### config.mk
export PLATFORM = sky130hd
export DESIGN_NAME = text_block_record_adapter_core
export DESIGN_NICKNAME = d
export VERILOG_FILES = /design/src/sv/tbra_pkg.sv /design/src/sv/tbra_step.sv /design/src/sv/text_block_record_adapter_core.sv
export SDC_FILE = /design/constraint.sdc
export NUM_CORES = 1
export LEC_CHECK = 0
export BUFFER_PORTS_ARGS = -buffer_cell sky130_fd_sc_hd__buf_2
export CAP_MARGIN = 20
export CORE_ASPECT_RATIO = 2
export CORE_UTILIZATION = 45
export DETAILED_ROUTE_END_ITERATION = 12
export HOLD_SLACK_MARGIN = 0.15
export PLACE_DENSITY = 0.61
export SYNTH_ARGS = -nofsm -noshare
export SYNTH_HDL_FRONTEND = slang
export SYNTH_HIERARCHICAL = 1
export SYNTH_SLANG_ARGS = --single-unit
### constraint.sdc
create_clock -name clock -period 6.9 [get_ports clock]
set_input_delay 1.38 -clock clock [delete_from_list [all_inputs] [get_ports clock]]
set_output_delay 1.38 -clock clock [all_outputs]
set_load 0.03 [all_outputs]
### src/sv/tbra_pkg.sv
package tbra_pkg;

   localparam int unsigned MAX_BLOCKS = 255;

   // record phase
   localparam logic [2:0] PH_H0   = 3'd0;
   localparam logic [2:0] PH_H1   = 3'd1;
   localparam logic [2:0] PH_H2   = 3'd2;
   localparam logic [2:0] PH_H3   = 3'd3;
   localparam logic [2:0] PH_DESC = 3'd4;
   localparam logic [2:0] PH_TEXT = 3'd5;
   localparam logic [2:0] PH_DONE = 3'd6;

   // error codes
   localparam logic [2:0] ERR_NONE   = 3'd0;
   localparam logic [2:0] ERR_HEADER = 3'd1;
   localparam logic [2:0] ERR_TRUNC  = 3'd2;
   localparam logic [2:0] ERR_GEOM   = 3'd3;
   localparam logic [2:0] ERR_FLAGS  = 3'd4;
   localparam logic [2:0] ERR_UTF8   = 3'd5;
   localparam logic [2:0] ERR_TRAIL  = 3'd6;

   // range class of the next UTF-8 continuation byte
   localparam logic [2:0] CB_NORMAL = 3'd0;
   localparam logic [2:0] CB_LO_A0  = 3'd1;
   localparam logic [2:0] CB_HI_9F  = 3'd2;
   localparam logic [2:0] CB_LO_90  = 3'd3;
   localparam logic [2:0] CB_HI_8F  = 3'd4;

   // descriptor byte positions
   localparam logic [3:0] DESC_COPY_BYTES = 4'd10;
   localparam logic [3:0] DESC_HEIGHT_HI  = 4'd7;
   localparam logic [3:0] DESC_FLAGS_LO   = 4'd10;
   localparam logic [3:0] DESC_FLAGS_HI   = 4'd11;

   localparam logic [3:0] HDR_LAST = 4'd13;

   // configuration register indexes
   localparam logic CSR_IMAGE_WIDTH  = 1'b0;
   localparam logic CSR_IMAGE_HEIGHT = 1'b1;

   localparam logic [9:0] IMAGE_WIDTH_RST  = 10'd528;
   localparam logic [9:0] IMAGE_HEIGHT_RST = 10'd800;

   typedef struct packed {
      logic       valid;
      logic       burst;
      logic [7:0] data;
      logic       present;
      logic       eor;
      logic [2:0] code;
   } result_type;

   function automatic logic [7:0] hdr_byte(input logic [3:0] idx, input logic [9:0] width,
                                           input logic [9:0] height, input logic [7:0] count);
      logic [7:0] val;
      val = 8'd0;
      case (idx)
         4'd0:    val = 8'd1;
         4'd6:    val = width[7:0];
         4'd7:    val = {6'd0, width[9:8]};
         4'd8:    val = height[7:0];
         4'd9:    val = {6'd0, height[9:8]};
         4'd10:   val = count;
         default: val = 8'd0;
      endcase
      return val;
   endfunction

endpackage

### src/sv/tbra_step.sv
module tbra_step (
   input  logic                     clock,
   input  logic                     reset,
   input  logic                     proc_valid,
   input  logic [7:0]               in_byte,
   input  logic                     in_last,
   input  logic [9:0]               image_width,
   input  logic [9:0]               image_height,
   output tbra_pkg::result_type     res
);

   logic [2:0]  phase_ff, phase_in;
   logic [3:0]  bif_ff, bif_in;
   logic [7:0]  blocks_ff, blocks_in;
   logic [15:0] fields_ff [5];
   logic [15:0] fields_in [5];
   logic [15:0] text_ff, text_in;
   logic [1:0]  pend_ff, pend_in;
   logic [2:0]  cb_ff, cb_in;
   logic [2:0]  err_ff, err_in;

   logic        emit_one, emit_hdr;
   logic [2:0]  fidx;

   // geometry, evaluated on the height high byte
   logic [15:0] img_w, img_h, h_new, room_x, room_y;
   logic        geom_bad;

   assign img_w  = {6'd0, image_width};
   assign img_h  = {6'd0, image_height};
   assign h_new  = {in_byte, fields_ff[3][7:0]};
   assign room_x = img_w - fields_ff[0];
   assign room_y = img_h - fields_ff[1];
   assign geom_bad = (fields_ff[2] == 16'd0) || (h_new == 16'd0) ||
                     (fields_ff[0] >= img_w) || (fields_ff[1] >= img_h) ||
                     (fields_ff[2] > room_x) || (h_new > room_y);

   assign fidx = bif_ff[3:1];

   // UTF-8 decoder step
   logic       utf_ok;
   logic [1:0] utf_pend;
   logic [2:0] utf_cb;
   logic [7:0] cb_lo, cb_hi;

   always_comb begin
      cb_lo    = 8'h80;
      cb_hi    = 8'hbf;
      utf_ok   = 1'b1;
      utf_pend = 2'd0;
      utf_cb   = tbra_pkg::CB_NORMAL;
      if (pend_ff != 2'd0) begin
         case (cb_ff)
            tbra_pkg::CB_LO_A0: cb_lo = 8'ha0;
            tbra_pkg::CB_HI_9F: cb_hi = 8'h9f;
            tbra_pkg::CB_LO_90: cb_lo = 8'h90;
            tbra_pkg::CB_HI_8F: cb_hi = 8'h8f;
            default:            cb_lo = 8'h80;
         endcase
         utf_ok   = (in_byte >= cb_lo) && (in_byte <= cb_hi);
         utf_pend = pend_ff - 2'd1;
      end else if (in_byte == 8'h00) begin
         utf_ok = 1'b0;
      end else if (in_byte < 8'h80) begin
         utf_ok = 1'b1;
      end else if (in_byte >= 8'hc2 && in_byte <= 8'hdf) begin
         utf_pend = 2'd1;
      end else if (in_byte >= 8'he0 && in_byte <= 8'hef) begin
         utf_pend = 2'd2;
         if (in_byte == 8'he0) utf_cb = tbra_pkg::CB_LO_A0;
         if (in_byte == 8'hed) utf_cb = tbra_pkg::CB_HI_9F;
      end else if (in_byte >= 8'hf0 && in_byte <= 8'hf4) begin
         utf_pend = 2'd3;
         if (in_byte == 8'hf0) utf_cb = tbra_pkg::CB_LO_90;
         if (in_byte == 8'hf4) utf_cb = tbra_pkg::CB_HI_8F;
      end else begin
         utf_ok = 1'b0;
      end
   end

   always_comb begin
      phase_in  = phase_ff;
      bif_in    = bif_ff;
      blocks_in = blocks_ff;
      fields_in = fields_ff;
      text_in   = text_ff;
      pend_in   = pend_ff;
      cb_in     = cb_ff;
      err_in    = err_ff;
      emit_one  = 1'b0;
      emit_hdr  = 1'b0;
      if (proc_valid) begin
         if (err_ff == tbra_pkg::ERR_NONE) begin
            unique case (phase_ff)
               tbra_pkg::PH_H0: begin
                  fields_in[0] = {8'd0, in_byte};
                  phase_in     = tbra_pkg::PH_H1;
               end
               tbra_pkg::PH_H1: begin
                  fields_in[0][15:8] = in_byte;
                  phase_in           = tbra_pkg::PH_H2;
               end
               tbra_pkg::PH_H2: begin
                  if (in_byte != 8'd0) err_in = tbra_pkg::ERR_HEADER;
                  else phase_in = tbra_pkg::PH_H3;
               end
               tbra_pkg::PH_H3: begin
                  if (in_byte != 8'd0 || fields_ff[0] > 16'(tbra_pkg::MAX_BLOCKS)) begin
                     err_in = tbra_pkg::ERR_HEADER;
                  end else begin
                     emit_hdr  = 1'b1;
                     blocks_in = fields_ff[0][7:0];
                     phase_in  = (fields_ff[0][7:0] == 8'd0) ? tbra_pkg::PH_DONE
                                                              : tbra_pkg::PH_DESC;
                     bif_in    = 4'd0;
                  end
               end
               tbra_pkg::PH_DESC: begin
                  if (bif_ff < tbra_pkg::DESC_COPY_BYTES) begin
                     if (bif_ff[0]) fields_in[fidx][15:8] = in_byte;
                     else fields_in[fidx] = {8'd0, in_byte};
                     if (bif_ff == tbra_pkg::DESC_HEIGHT_HI && geom_bad) begin
                        err_in = tbra_pkg::ERR_GEOM;
                     end else begin
                        emit_one = 1'b1;
                        bif_in   = bif_ff + 4'd1;
                     end
                  end else if (bif_ff == tbra_pkg::DESC_FLAGS_LO) begin
                     if (in_byte[7:1] != 7'd0) err_in = tbra_pkg::ERR_FLAGS;
                     else bif_in = tbra_pkg::DESC_FLAGS_HI;
                  end else begin
                     if (in_byte != 8'd0) begin
                        err_in = tbra_pkg::ERR_FLAGS;
                     end else begin
                        text_in = fields_ff[4];
                        pend_in = 2'd0;
                        cb_in   = tbra_pkg::CB_NORMAL;
                        bif_in  = 4'd0;
                        if (fields_ff[4] == 16'd0) begin
                           blocks_in = blocks_ff - 8'd1;
                           phase_in  = (blocks_ff != 8'd1) ? tbra_pkg::PH_DESC
                                                            : tbra_pkg::PH_DONE;
                        end else begin
                           phase_in = tbra_pkg::PH_TEXT;
                        end
                     end
                  end
               end
               tbra_pkg::PH_TEXT: begin
                  if (!utf_ok) begin
                     err_in = tbra_pkg::ERR_UTF8;
                  end else begin
                     emit_one = 1'b1;
                     pend_in  = utf_pend;
                     cb_in    = utf_cb;
                     text_in  = text_ff - 16'd1;
                     if (text_ff == 16'd1) begin
                        if (utf_pend != 2'd0) begin
                           err_in = tbra_pkg::ERR_UTF8;
                        end else begin
                           blocks_in = blocks_ff - 8'd1;
                           bif_in    = 4'd0;
                           phase_in  = (blocks_ff != 8'd1) ? tbra_pkg::PH_DESC
                                                            : tbra_pkg::PH_DONE;
                        end
                     end
                  end
               end
               default: err_in = tbra_pkg::ERR_TRAIL;
            endcase
         end
         if (in_last) begin
            if (err_in == tbra_pkg::ERR_NONE && phase_in != tbra_pkg::PH_DONE) begin
               err_in = tbra_pkg::ERR_TRUNC;
            end
         end
      end
   end

   always_comb begin
      res.valid   = proc_valid && (emit_one || emit_hdr || in_last);
      res.burst   = emit_hdr;
      res.data    = emit_hdr ? fields_ff[0][7:0] : (emit_one ? in_byte : 8'd0);
      res.present = emit_one || emit_hdr;
      res.eor     = in_last;
      res.code    = err_in;
   end

   always_ff @(posedge clock) begin
      if (reset || (proc_valid && in_last)) begin
         phase_ff  <= tbra_pkg::PH_H0;
         bif_ff    <= 4'd0;
         blocks_ff <= 8'd0;
         for (int i = 0; i < 5; i++) fields_ff[i] <= 16'd0;
         text_ff   <= 16'd0;
         pend_ff   <= 2'd0;
         cb_ff     <= tbra_pkg::CB_NORMAL;
         err_ff    <= tbra_pkg::ERR_NONE;
      end else begin
         phase_ff  <= phase_in;
         bif_ff    <= bif_in;
         blocks_ff <= blocks_in;
         fields_ff <= fields_in;
         text_ff   <= text_in;
         pend_ff   <= pend_in;
         cb_ff     <= cb_in;
         err_ff    <= err_in;
      end
   end

endmodule

### src/sv/text_block_record_adapter_core.sv
// Page record adapter: checks a page record byte by byte and converts it.
// Request channel (req_valid / req_stall): one raw record byte per
// transaction, req_in_last marking the record's final byte.
// Response channel (rsp_valid / rsp_stall): at most one converted byte per
// transaction; the last transaction of a record has rsp_end_of_record set and
// carries rsp_record_ok and rsp_error_code. Output with record_ok low is to
// be discarded by the receiver.
// Configuration: csr_wr_en writes csr_wdata into image width (index 0) or
// image height (index 1); write only while the block is idle.
// A response is registered: it appears in the cycle after its request byte is
// processed. Throughput: one request byte per cycle while the output is not
// stalled, except the fourth header byte, which produces a 14-byte page header
// and holds the output register until all of its bytes are taken.
// A one-entry skid register takes a byte while a response waits; with the
// response stalled it fills and req_stall rises until the output frees up.
// Reset (synchronous) empties both stages, clears record state and sets the
// image size to 528 x 800.
module text_block_record_adapter_core (
   input  logic        clock,
   input  logic        reset,
   input  logic        req_valid,
   output logic        req_stall,
   input  logic [7:0]  req_in_byte,
   input  logic        req_in_last,
   output logic        rsp_valid,
   input  logic        rsp_stall,
   output logic [7:0]  rsp_out_byte,
   output logic        rsp_byte_present,
   output logic        rsp_end_of_record,
   output logic        rsp_record_ok,
   output logic [2:0]  rsp_error_code,
   input  logic        csr_wr_en,
   input  logic        csr_index,
   input  logic [9:0]  csr_wdata
);

   logic [9:0] width_ff, height_ff;

   always_ff @(posedge clock) begin
      if (reset) begin
         width_ff  <= tbra_pkg::IMAGE_WIDTH_RST;
         height_ff <= tbra_pkg::IMAGE_HEIGHT_RST;
      end else if (csr_wr_en) begin
         unique case (csr_index)
            tbra_pkg::CSR_IMAGE_WIDTH:  width_ff  <= csr_wdata;
            tbra_pkg::CSR_IMAGE_HEIGHT: height_ff <= csr_wdata;
            default:                    width_ff  <= width_ff;
         endcase
      end
   end

   logic       skid_valid_ff, skid_valid_in;
   logic [7:0] skid_byte_ff;
   logic       skid_last_ff;

   logic       job_valid_ff, job_valid_in;
   logic       job_burst_ff;
   logic [3:0] job_idx_ff;
   logic [7:0] job_byte_ff;
   logic       job_present_ff;
   logic       job_eor_ff;
   logic [2:0] job_code_ff;

   logic       rsp_take, job_done, job_free, proc_valid, out_eor;
   logic [7:0] src_byte;
   logic       src_last;
   tbra_pkg::result_type res;

   assign rsp_take   = job_valid_ff && !rsp_stall;
   assign job_done   = rsp_take && (!job_burst_ff || job_idx_ff == tbra_pkg::HDR_LAST);
   assign job_free   = !job_valid_ff || job_done;
   assign proc_valid = job_free && (skid_valid_ff || req_valid);
   assign src_byte   = skid_valid_ff ? skid_byte_ff : req_in_byte;
   assign src_last   = skid_valid_ff ? skid_last_ff : req_in_last;
   assign req_stall  = skid_valid_ff;

   assign skid_valid_in = skid_valid_ff ? !job_free : (req_valid && !job_free);
   assign job_valid_in  = (proc_valid && res.valid) || (job_valid_ff && !job_done);

   tbra_step u_step (
      .clock        (clock),
      .reset        (reset),
      .proc_valid   (proc_valid),
      .in_byte      (src_byte),
      .in_last      (src_last),
      .image_width  (width_ff),
      .image_height (height_ff),
      .res          (res)
   );

   always_ff @(posedge clock) begin
      if (reset) begin
         skid_valid_ff <= 1'b0;
         job_valid_ff  <= 1'b0;
      end else begin
         skid_valid_ff <= skid_valid_in;
         job_valid_ff  <= job_valid_in;
      end
   end

   always_ff @(posedge clock) begin
      if (!skid_valid_ff) begin
         skid_byte_ff <= req_in_byte;
         skid_last_ff <= req_in_last;
      end
      if (proc_valid && res.valid) begin
         job_burst_ff   <= res.burst;
         job_idx_ff     <= 4'd0;
         job_byte_ff    <= res.data;
         job_present_ff <= res.present;
         job_eor_ff     <= res.eor;
         job_code_ff    <= res.code;
      end else if (rsp_take && job_burst_ff && job_idx_ff != tbra_pkg::HDR_LAST) begin
         job_idx_ff <= job_idx_ff + 4'd1;
      end
   end

   assign out_eor = job_eor_ff && (!job_burst_ff || job_idx_ff == tbra_pkg::HDR_LAST);

   assign rsp_valid         = job_valid_ff;
   assign rsp_out_byte      = job_burst_ff
                              ? tbra_pkg::hdr_byte(job_idx_ff, width_ff, height_ff, job_byte_ff)
                              : job_byte_ff;
   assign rsp_byte_present  = job_present_ff;
   assign rsp_end_of_record = out_eor;
   assign rsp_record_ok     = out_eor && (job_code_ff == tbra_pkg::ERR_NONE);
   assign rsp_error_code    = out_eor ? job_code_ff : tbra_pkg::ERR_NONE;

endmodule

==> results of run 1 <==
-- final timing paths --
check / startpoint / endpoint / slack (ps) / depth (start not counted)
setup / recovery: height_ff[1] / job_byte_ff[2] / 1140 / 21
hold / removal: u_step/fields_ff[57] / u_step/fields_ff[57] / 460 / 2
setup reg to reg: height_ff[1] / job_byte_ff[2] / 1140 / 21
hold reg to reg: u_step/fields_ff[57] / u_step/fields_ff[57] / 460 / 2
-- power by group --
part / internal [µW] / leakage, µW / switching [µW]
combinational: 123 / 0.00268 / 222
clock: 553 / 0.000289 / 405
sequential: 958 / 0.00131 / 28.6
-- Yosys cell counts, types with 17 or more instances --
master      n  area (µm²)
dfxtp_1   146        2920
nand2_1   138         518
nor2_1    138         518
a21oi_1   106         531
ha_1       66         826
o21ai_0    57         285
clkbuf_1   49         184
mux2i_1    47         470
inv_1      45         169
nand3_1    37         185
nor3_1     29         145
nor4_1     27         169
nand4_1    19         119
a22o_1     17         149
xor2_1     17         149
-- registers in the layout (all words and copies together) (netlist names), 2 cells and up --
| name | count |
|---|---|
| height_ff | 10 |
| job_byte_ff | 8 |
| job_code_ff | 3 |
| job_idx_ff | 4 |
| skid_byte_ff | 8 |
| u_step/bif_ff | 4 |
| u_step/blocks_ff | 8 |
| u_step/cb_ff | 3 |
| u_step/err_ff | 3 |
| u_step/fields_ff | 72 |
| u_step/pend_ff | 2 |
| u_step/phase_ff | 3 |
| u_step/text_ff | 16 |
| width_ff | 10 |
-- layout make-up --
cell class / count / area, µm² / area share (%)
well taps: 269 / 337 / 3.17
flip-flops and latches: 160 / 3340 / 31.5
repair buffers: 49 / 268 / 2.52
clock buffers: 19 / 454 / 4.28
multi-input cells: 929 / 5900 / 55.6
clock inverters: 13 / 133 / 1.25
inverters: 46 / 173 / 1.63
-- routing by layer --
layer / track usage, % / vias to the layer above / part of all wire [%]
li1: - / 4309 / -
met1: 25.9 / 4271 / 37
met2: 50.9 / 226 / 54
met3: 4.13 / 80 / 3.0
met4: 18.5 / 0 / 6.3
met5: 0 / - / 0
-- worst max-delay path, delay by kind of cell, from the launching register on --
family | cells | cell delay, ps
AOI/OAI and AO/OA | 10 | 2060
xor gates and xnor gates | 1 | 180
adders and majority gates | 2 | 580
buffers and inverters | 1 | 170
DFF | 1 | 420
and+or+nand+nor | 7 | 1960
-- metrics by stage --
step	setup slack (ps)	hold WS (ps)	std cells	total power, µW	util, %
global route	710	483	1485	2380	50.5
global placement	1320	445	1453	1350	47.7
floorplan	1900	436	1197	1250	-
CTS	1170	461	1485	2310	50.5
finish	1140	457	1485	2290	50.5
detailed placement	1200	452	1453	1350	47.7
-- logic make-up (layout without fill, tap and decap cells) --
kind of cell	count (synthesis)	count (layout)	synth area share (%)
buffers and inverters	108	127	4.73
multiplexers	56	56	5.90
flip-flops	160	160	34.5
AO/OA/AOI/OAI	297	297	19.6
AND/OR/NAND/NOR	481	481	23.8
XOR/XNOR	27	27	2.44
adder cells (fa/ha/maj)	68	68	8.94
==> impl_metrics.xml, run 1 <==
<?xml version="1.0" encoding="UTF-8"?>
<metrics>
  <group name="clocking">
    <metric name="clk_pin_slew" unit="ps">70</metric>
    <metric name="bufs_on_longest_clock_path" unit="">2</metric>
    <metric name="numClockSinks" unit="">160</metric>
    <metric name="cts-hold-fix-buffers" unit="">0</metric>
    <metric name="ctsResizeCount" unit="">0</metric>
    <metric name="clock_tree_from_tritoncts" unit="">done</metric>
    <metric name="cts_root_buf" unit="">clkbuf_16</metric>
    <metric name="total_number_of_h_tree_levels" unit="">4</metric>
    <metric name="worst_skew_pair.late_latency" unit="ps">450</metric>
    <metric name="cts_inserted_buffers" unit="">17</metric>
    <metric name="cts_post_setup_buffers_inserted" unit="">0</metric>
  </group>
  <group name="setup_path">
    <metric name="worst_setup_path_start_kind" unit="">register</metric>
    <metric name="critical_path_class" unit="">register to register</metric>
    <metric name="timing.critical_path.cells" unit="">ha_1 -&gt; nor2b_1 -&gt; o21ai_0 -&gt; a21oi_1 -&gt; o21ai_0 -&gt; a211oi_1 -&gt; o31ai_1 -&gt; a2111oi_0 -&gt; xor2_1 -&gt; ha_1 -&gt; nand4_1 -&gt; nor4_1 -&gt; nand4_1 -&gt; o41ai_1 -&gt; nand3_1 -&gt; nor2_1 -&gt; o311a_1 -&gt; buf_4 -&gt; a211o_1 -&gt; o21ai_0 -&gt; nor2_2</metric>
    <metric name="setup.worst_path.end_class" unit="">register</metric>
    <metric name="cp.arrival" unit="ps">5840</metric>
    <metric name="worst_path_most_repeated_cell" unit="">o21ai_0</metric>
    <metric name="crit_slowest_cell" unit="">nor2_2</metric>
    <metric name="cp_slowest_stage_delay" unit="ps">690</metric>
    <metric name="worst-endpoint-required" unit="ps">6980</metric>
    <metric name="worstPathMaxFanout" unit="">18</metric>
  </group>
  <group name="placed_design">
    <metric name="hpwl" unit="mm">21.8</metric>
    <metric name="port_buffers" unit="">40</metric>
    <metric name="gpl.final_weighted_congestion" unit="">0.901</metric>
    <metric name="placed_cell_area" unit="mm²">0.0100</metric>
  </group>
  <group name="sta">
    <metric name="hold_viol_final" unit="">0</metric>
    <metric name="fin_skew" unit="ps">11.1</metric>
    <metric name="final.setup.tns" unit="ps">0</metric>
    <metric name="timing_worst_slew_pin_value" unit="ps">1070</metric>
    <metric name="grt_setup_unrepaired" unit="">false</metric>
    <metric name="maxSlewViolCount" unit="">0</metric>
    <metric name="fmax" unit="GHz">0.174</metric>
    <metric name="setup_viol" unit="">0</metric>
    <metric name="slew-limit-headroom" unit="%">28.4</metric>
    <metric name="final_min_period_over_clock_period" unit="%">83.5</metric>
    <metric name="layout_min_cycle_time" unit="ps">5760</metric>
  </group>
  <group name="detailed_routing">
    <metric name="detailedRoute.firstPassIterationCount" unit="">5</metric>
    <metric name="postRouteWirelength" unit="mm">29.2</metric>
    <metric name="detailedRoute.firstIterationViolations" unit="">658</metric>
    <metric name="total_vias_in_the_final_route" unit="">8886</metric>
    <metric name="wl_per_cell" unit="µm">19.6</metric>
    <metric name="route.detailed.vias_per_inst" unit="">5.98</metric>
    <metric name="remaining_drc_errors" unit="">0</metric>
    <metric name="antenna_left" unit="">0</metric>
  </group>
  <group name="cells_and_area">
    <metric name="layout.cell_area.non_filler" unit="mm²">0.0106</metric>
    <metric name="layout.cells.most_common_list" unit="">146 x dfxtp_1, 138 x nand2_1, 138 x nor2_1, 106 x a21oi_1, 66 x ha_1</metric>
    <metric name="final_common_cell" unit="">dfxtp_1</metric>
    <metric name="diodes" unit="">0</metric>
    <metric name="nNetsFinal" unit="">1296</metric>
    <metric name="final_layout_size_suffix_gt1_share" unit="%">9.29</metric>
    <metric name="number_of_fill_cells_in_the_layout" unit="">2122</metric>
    <metric name="area_grow_syn2layout" unit="%">9.48</metric>
  </group>
  <group name="power">
    <metric name="power.ir.vdd_worst" unit="mV">0.172</metric>
    <metric name="power_density" unit="mW/mm²">216</metric>
    <metric name="leakagePower" unit="µW">0.00428</metric>
  </group>
  <group name="synth">
    <metric name="post_synth_inst_count" unit="">1197</metric>
    <metric name="syn_avg_cell_area" unit="µm²">8.09</metric>
    <metric name="flops_latches_synth" unit="">160</metric>
    <metric name="synthesis.area" unit="mm²">0.00969</metric>
    <metric name="ys.warnings.count" unit="">6</metric>
    <metric name="yosysSeqAreaShare" unit="%">34.5</metric>
    <metric name="synth_ff_type" unit="">dfxtp_1</metric>
    <metric name="synthesis.nets" unit="">1290</metric>
    <metric name="asyncSetResetFlopFracSynth" unit="%">0</metric>
    <metric name="netlist-cell-type-count" unit="">78</metric>
    <metric name="synth-edff-count" unit="">14</metric>
  </group>
  <group name="grt">
    <metric name="grt_pass1_wl" unit="mm">45.2</metric>
    <metric name="pin_count_of_the_biggest_net_entering_global_routing" unit="">76</metric>
    <metric name="globalRouteTotalUtil" unit="%">26.8</metric>
    <metric name="first_global_vias" unit="">8586</metric>
    <metric name="grt_remaining_overflow" unit="">0</metric>
    <metric name="grt_antenna_before_repair" unit="">0</metric>
  </group>
  <group name="run_status">
    <metric name="run_status" unit="">finished clean</metric>
  </group>
  <group name="job">
    <metric name="timing.max_cap.violations" unit="">0</metric>
  </group>
  <group name="floorplan">
    <metric name="fp.dieArea" unit="mm²">0.0222</metric>
    <metric name="design.portCount" unit="">41</metric>
    <metric name="start_util" unit="%">46.1</metric>
    <metric name="floorplan.die.width" unit="µm">106</metric>
    <metric name="std_cell_rows" unit="">75</metric>
    <metric name="fp.coreArea" unit="mm²">0.0210</metric>
    <metric name="floorplan.die.height" unit="µm">210</metric>
  </group>
  <group name="min_path">
    <metric name="worstHoldPathType" unit="">register to register</metric>
  </group>
</metrics>
Power figures use the tool's default switching activity.
==> run 2, diff against run 1 <==
--- a/config.mk
+++ b/config.mk
@@ -11,7 +11,7 @@
 export CORE_UTILIZATION = 45
 export DETAILED_ROUTE_END_ITERATION = 12
 export HOLD_SLACK_MARGIN = 0.15
-export PLACE_DENSITY = 0.61
+export PLACE_DENSITY = 0.64
 export SYNTH_ARGS = -nofsm -noshare
 export SYNTH_HDL_FRONTEND = slang
 export SYNTH_HIERARCHICAL = 1
==> constraint.sdc (replaced) <==
create_clock -name clock -period 5.1 [get_ports clock]
set_input_delay 1.02 -clock clock [delete_from_list [all_inputs] [get_ports clock]]
set_output_delay 1.02 -clock clock [all_outputs]
set_load 0.03 [all_outputs]
==> impl_metrics.xml, run 2 (same netlist as run 1, synthesis figures left out) <==
<?xml version="1.0" encoding="UTF-8"?>
<metrics>
  <group name="power">
    <metric name="leakagePower" unit="µW">0.00443</metric>
    <metric name="power_density" unit="mW/mm²">283</metric>
    <metric name="p_total" unit="µW">3080</metric>
    <metric name="power.ir.vdd_worst" unit="mV">0.238</metric>
  </group>
  <group name="grt">
    <metric name="grt.met1_usage" unit="%">24.8</metric>
    <metric name="global_routing_usage_on_met2" unit="%">49.5</metric>
    <metric name="pin_count_of_the_biggest_net_entering_global_routing" unit="">74</metric>
    <metric name="grt_antenna_before_repair" unit="">0</metric>
    <metric name="grt_remaining_overflow" unit="">0</metric>
    <metric name="first_global_vias" unit="">8436</metric>
    <metric name="grt_pass1_wl" unit="mm">44.5</metric>
    <metric name="global_route.peak_usage_layer" unit="">met2</metric>
    <metric name="gr-usage-met3" unit="%">4.29</metric>
    <metric name="globalRouteTotalUtil" unit="%">26.3</metric>
  </group>
  <group name="cells_and_area">
    <metric name="final_common_cell" unit="">dfxtp_1</metric>
    <metric name="reg.largest.list" unit="">u_step/fields_ff x72, u_step/text_ff x16</metric>
    <metric name="largest-register" unit="">u_step/fields_ff</metric>
    <metric name="largest_register_ff_count" unit="">72</metric>
    <metric name="nNetsFinal" unit="">1323</metric>
    <metric name="post-route-util" unit="%">51.8</metric>
    <metric name="number_of_fill_cells_in_the_layout" unit="">2060</metric>
    <metric name="layout.cells.most_common_list" unit="">146 x dfxtp_1, 138 x nand2_1, 137 x nor2_1, 106 x a21oi_1, 66 x ha_1</metric>
    <metric name="final_layout_size_suffix_gt1_share" unit="%">11.8</metric>
    <metric name="area_grow_syn2layout" unit="%">12.3</metric>
    <metric name="diodes" unit="">0</metric>
  </group>
  <group name="floorplan">
    <metric name="design.portCount" unit="">41</metric>
    <metric name="floorplan.die.height" unit="µm">210</metric>
    <metric name="std_cell_rows" unit="">75</metric>
    <metric name="start_util" unit="%">46.1</metric>
    <metric name="fp.coreArea" unit="mm²">0.0210</metric>
    <metric name="fp.dieArea" unit="mm²">0.0222</metric>
    <metric name="floorplan.die.width" unit="µm">106</metric>
  </group>
  <group name="clocking">
    <metric name="total_number_of_h_tree_levels" unit="">4</metric>
    <metric name="clock_tree_from_tritoncts" unit="">done</metric>
    <metric name="worst_skew_pair.late_latency" unit="ps">440</metric>
    <metric name="cts_inserted_buffers" unit="">17</metric>
    <metric name="bufs_on_longest_clock_path" unit="">2</metric>
    <metric name="numClockSinks" unit="">160</metric>
    <metric name="clk_pin_slew" unit="ps">60</metric>
    <metric name="cts_root_buf" unit="">clkbuf_16</metric>
  </group>
  <group name="min_path">
    <metric name="holdPathEnd" unit="">u_step/fields_ff[57]</metric>
    <metric name="worst_hold_startpoint" unit="">u_step/fields_ff[57]</metric>
    <metric name="worst_hold_stages" unit="">2</metric>
    <metric name="worstHoldPathType" unit="">register to register</metric>
  </group>
  <group name="detailed_routing">
    <metric name="antenna_left" unit="">0</metric>
    <metric name="total_vias_in_the_final_route" unit="">8909</metric>
    <metric name="detailedRoute.firstPassIterationCount" unit="">5</metric>
    <metric name="route.detailed.vias_per_inst" unit="">5.89</metric>
    <metric name="detailedRoute.firstIterationViolations" unit="">475</metric>
    <metric name="wl_per_cell" unit="µm">18.8</metric>
    <metric name="remaining_drc_errors" unit="">0</metric>
    <metric name="postRouteWirelength" unit="mm">28.4</metric>
  </group>
  <group name="sta">
    <metric name="hold_viol_final" unit="">0</metric>
    <metric name="setup_viol" unit="">0</metric>
    <metric name="timing_worst_slew_pin_value" unit="ps">1020</metric>
    <metric name="fin_skew" unit="ps">9.47</metric>
    <metric name="final.setup.tns" unit="ps">0</metric>
    <metric name="final_min_period_over_clock_period" unit="%">94.3</metric>
    <metric name="maxSlewViolCount" unit="">0</metric>
    <metric name="slew-limit-headroom" unit="%">32.0</metric>
    <metric name="layout_min_cycle_time" unit="ps">4810</metric>
    <metric name="fmax" unit="GHz">0.208</metric>
  </group>
  <group name="setup_path">
    <metric name="worst_setup_path_start_kind" unit="">register</metric>
    <metric name="crit_slowest_cell" unit="">a211oi_2</metric>
    <metric name="setup.worst_path.end_class" unit="">register</metric>
    <metric name="worst-path-buf-inv" unit="">2</metric>
    <metric name="regToRegStartpoint" unit="">u_step/fields_ff[65]</metric>
    <metric name="crit_path_start" unit="">u_step/fields_ff[65]</metric>
    <metric name="worst_path_most_repeated_cell" unit="">o21ai_0</metric>
    <metric name="r2r_setup_slack" unit="ps">290</metric>
    <metric name="worst-endpoint-required" unit="ps">5250</metric>
    <metric name="r2r.worst_path.cells" unit="">22</metric>
    <metric name="cp_slowest_stage_delay" unit="ps">360</metric>
    <metric name="timing.critical_path.cells" unit="">inv_1 -&gt; ha_1 -&gt; nor2b_1 -&gt; o21ai_0 -&gt; a21boi_0 -&gt; o21ai_0 -&gt; a21boi_0 -&gt; a211oi_2 -&gt; nor3_1 -&gt; xor2_1 -&gt; ha_1 -&gt; nand4_1 -&gt; nor4_2 -&gt; nand4_1 -&gt; o41a_1 -&gt; or3_1 -&gt; nor2_2 -&gt; o311a_4 -&gt; a211o_1 -&gt; o21ai_0 -&gt; nor2_2 -&gt; buf_4</metric>
    <metric name="r2r_end" unit="">job_code_ff[1]</metric>
    <metric name="critical_path_class" unit="">register to register</metric>
    <metric name="worst_path_dominant_cell_family" unit="">compound AO/OA/AOI/OAI gates</metric>
    <metric name="cp.arrival" unit="ps">4960</metric>
    <metric name="worstPathMaxFanout" unit="">5</metric>
  </group>
  <group name="placed_design">
    <metric name="gpl.final_weighted_congestion" unit="">0.893</metric>
    <metric name="port_buffers" unit="">40</metric>
    <metric name="hpwl" unit="mm">21.5</metric>
  </group>
  <group name="job">
    <metric name="timing.max_cap.violations" unit="">0</metric>
  </group>
  <group name="run_status">
    <metric name="run_status" unit="">finished clean</metric>
  </group>
</metrics>
## run 2: layout make-up
type / count / area, µm² / share of cell area, %
timing repair buffer: 76 / 495 / 4.55
multi-input combinational: 929 / 5960 / 54.8
inverter: 46 / 173 / 1.59
sequential: 160 / 3340 / 30.7
clock inverter: 10 / 100 / 0.920
clock buffer: 22 / 474 / 4.36
tap: 269 / 337 / 3.09
## run 2: metrics by stage
stage	setup WS, ps	std cells	hold slack (ps)	cell area, µm²
detailed placement	-46.4	1479	447	10200
global placement	116	1479	445	10200
finish	292	1512	456	10900
CTS	73.1	1511	456	10800
floorplan	99.2	1197	436	9690
global route	-115	1512	484	10900
## run 2: report_power, final
| part | leakage (µW) | switching [µW] | internal [µW] |
|---|---|---|---|
| sequential | 0.00131 | 34.2 | 1300 |
| combinational | 0.00284 | 308 | 187 |
| clock | 0.000278 | 535 | 716 |
## run 2: worst max-delay path by stage
stage,end,cells past startpoint
floorplan,job_burst_ff,20
global placement,job_code_ff[1],23
detailed placement,job_code_ff[1],23
CTS,job_idx_ff[2],24
global route,job_code_ff[1],22
finish,job_code_ff[1],22
## run 2: worst register-to-register path, stage by stage, from the launching register on
cell,delay (ps)
dfxtp_1,330
inv_1,50
ha_1,270
nor2b_1,130
o21ai_0,220
a21boi_0,120
o21ai_0,180
a21boi_0,200
a211oi_2,360
nor3_1,110
xor2_1,160
ha_1,300
nand4_1,160
nor4_2,350
nand4_1,160
o41a_1,130
or3_1,340
nor2_2,160
o311a_4,210
a211o_1,110
o21ai_0,120
nor2_2,190
buf_4,170
## run 2: repair_timing
action,4_1_cts,5_1_grt
pin swaps,0,10
hold buffers,0,0
setup endpoints to repair,16,28
gates resized for setup,4,9
setup buffers,0,1
## run 2: per-layer routing
metal / wire length, µm / share of wire (%) / vias up
met2: 15200 / 54 / 208
met4: 2100 / 7.4 / 0
met5: 0 / 0 / -
met1: 10200 / 36 / 4231
li1: - / - / 4379
met3: 869 / 3.1 / 91
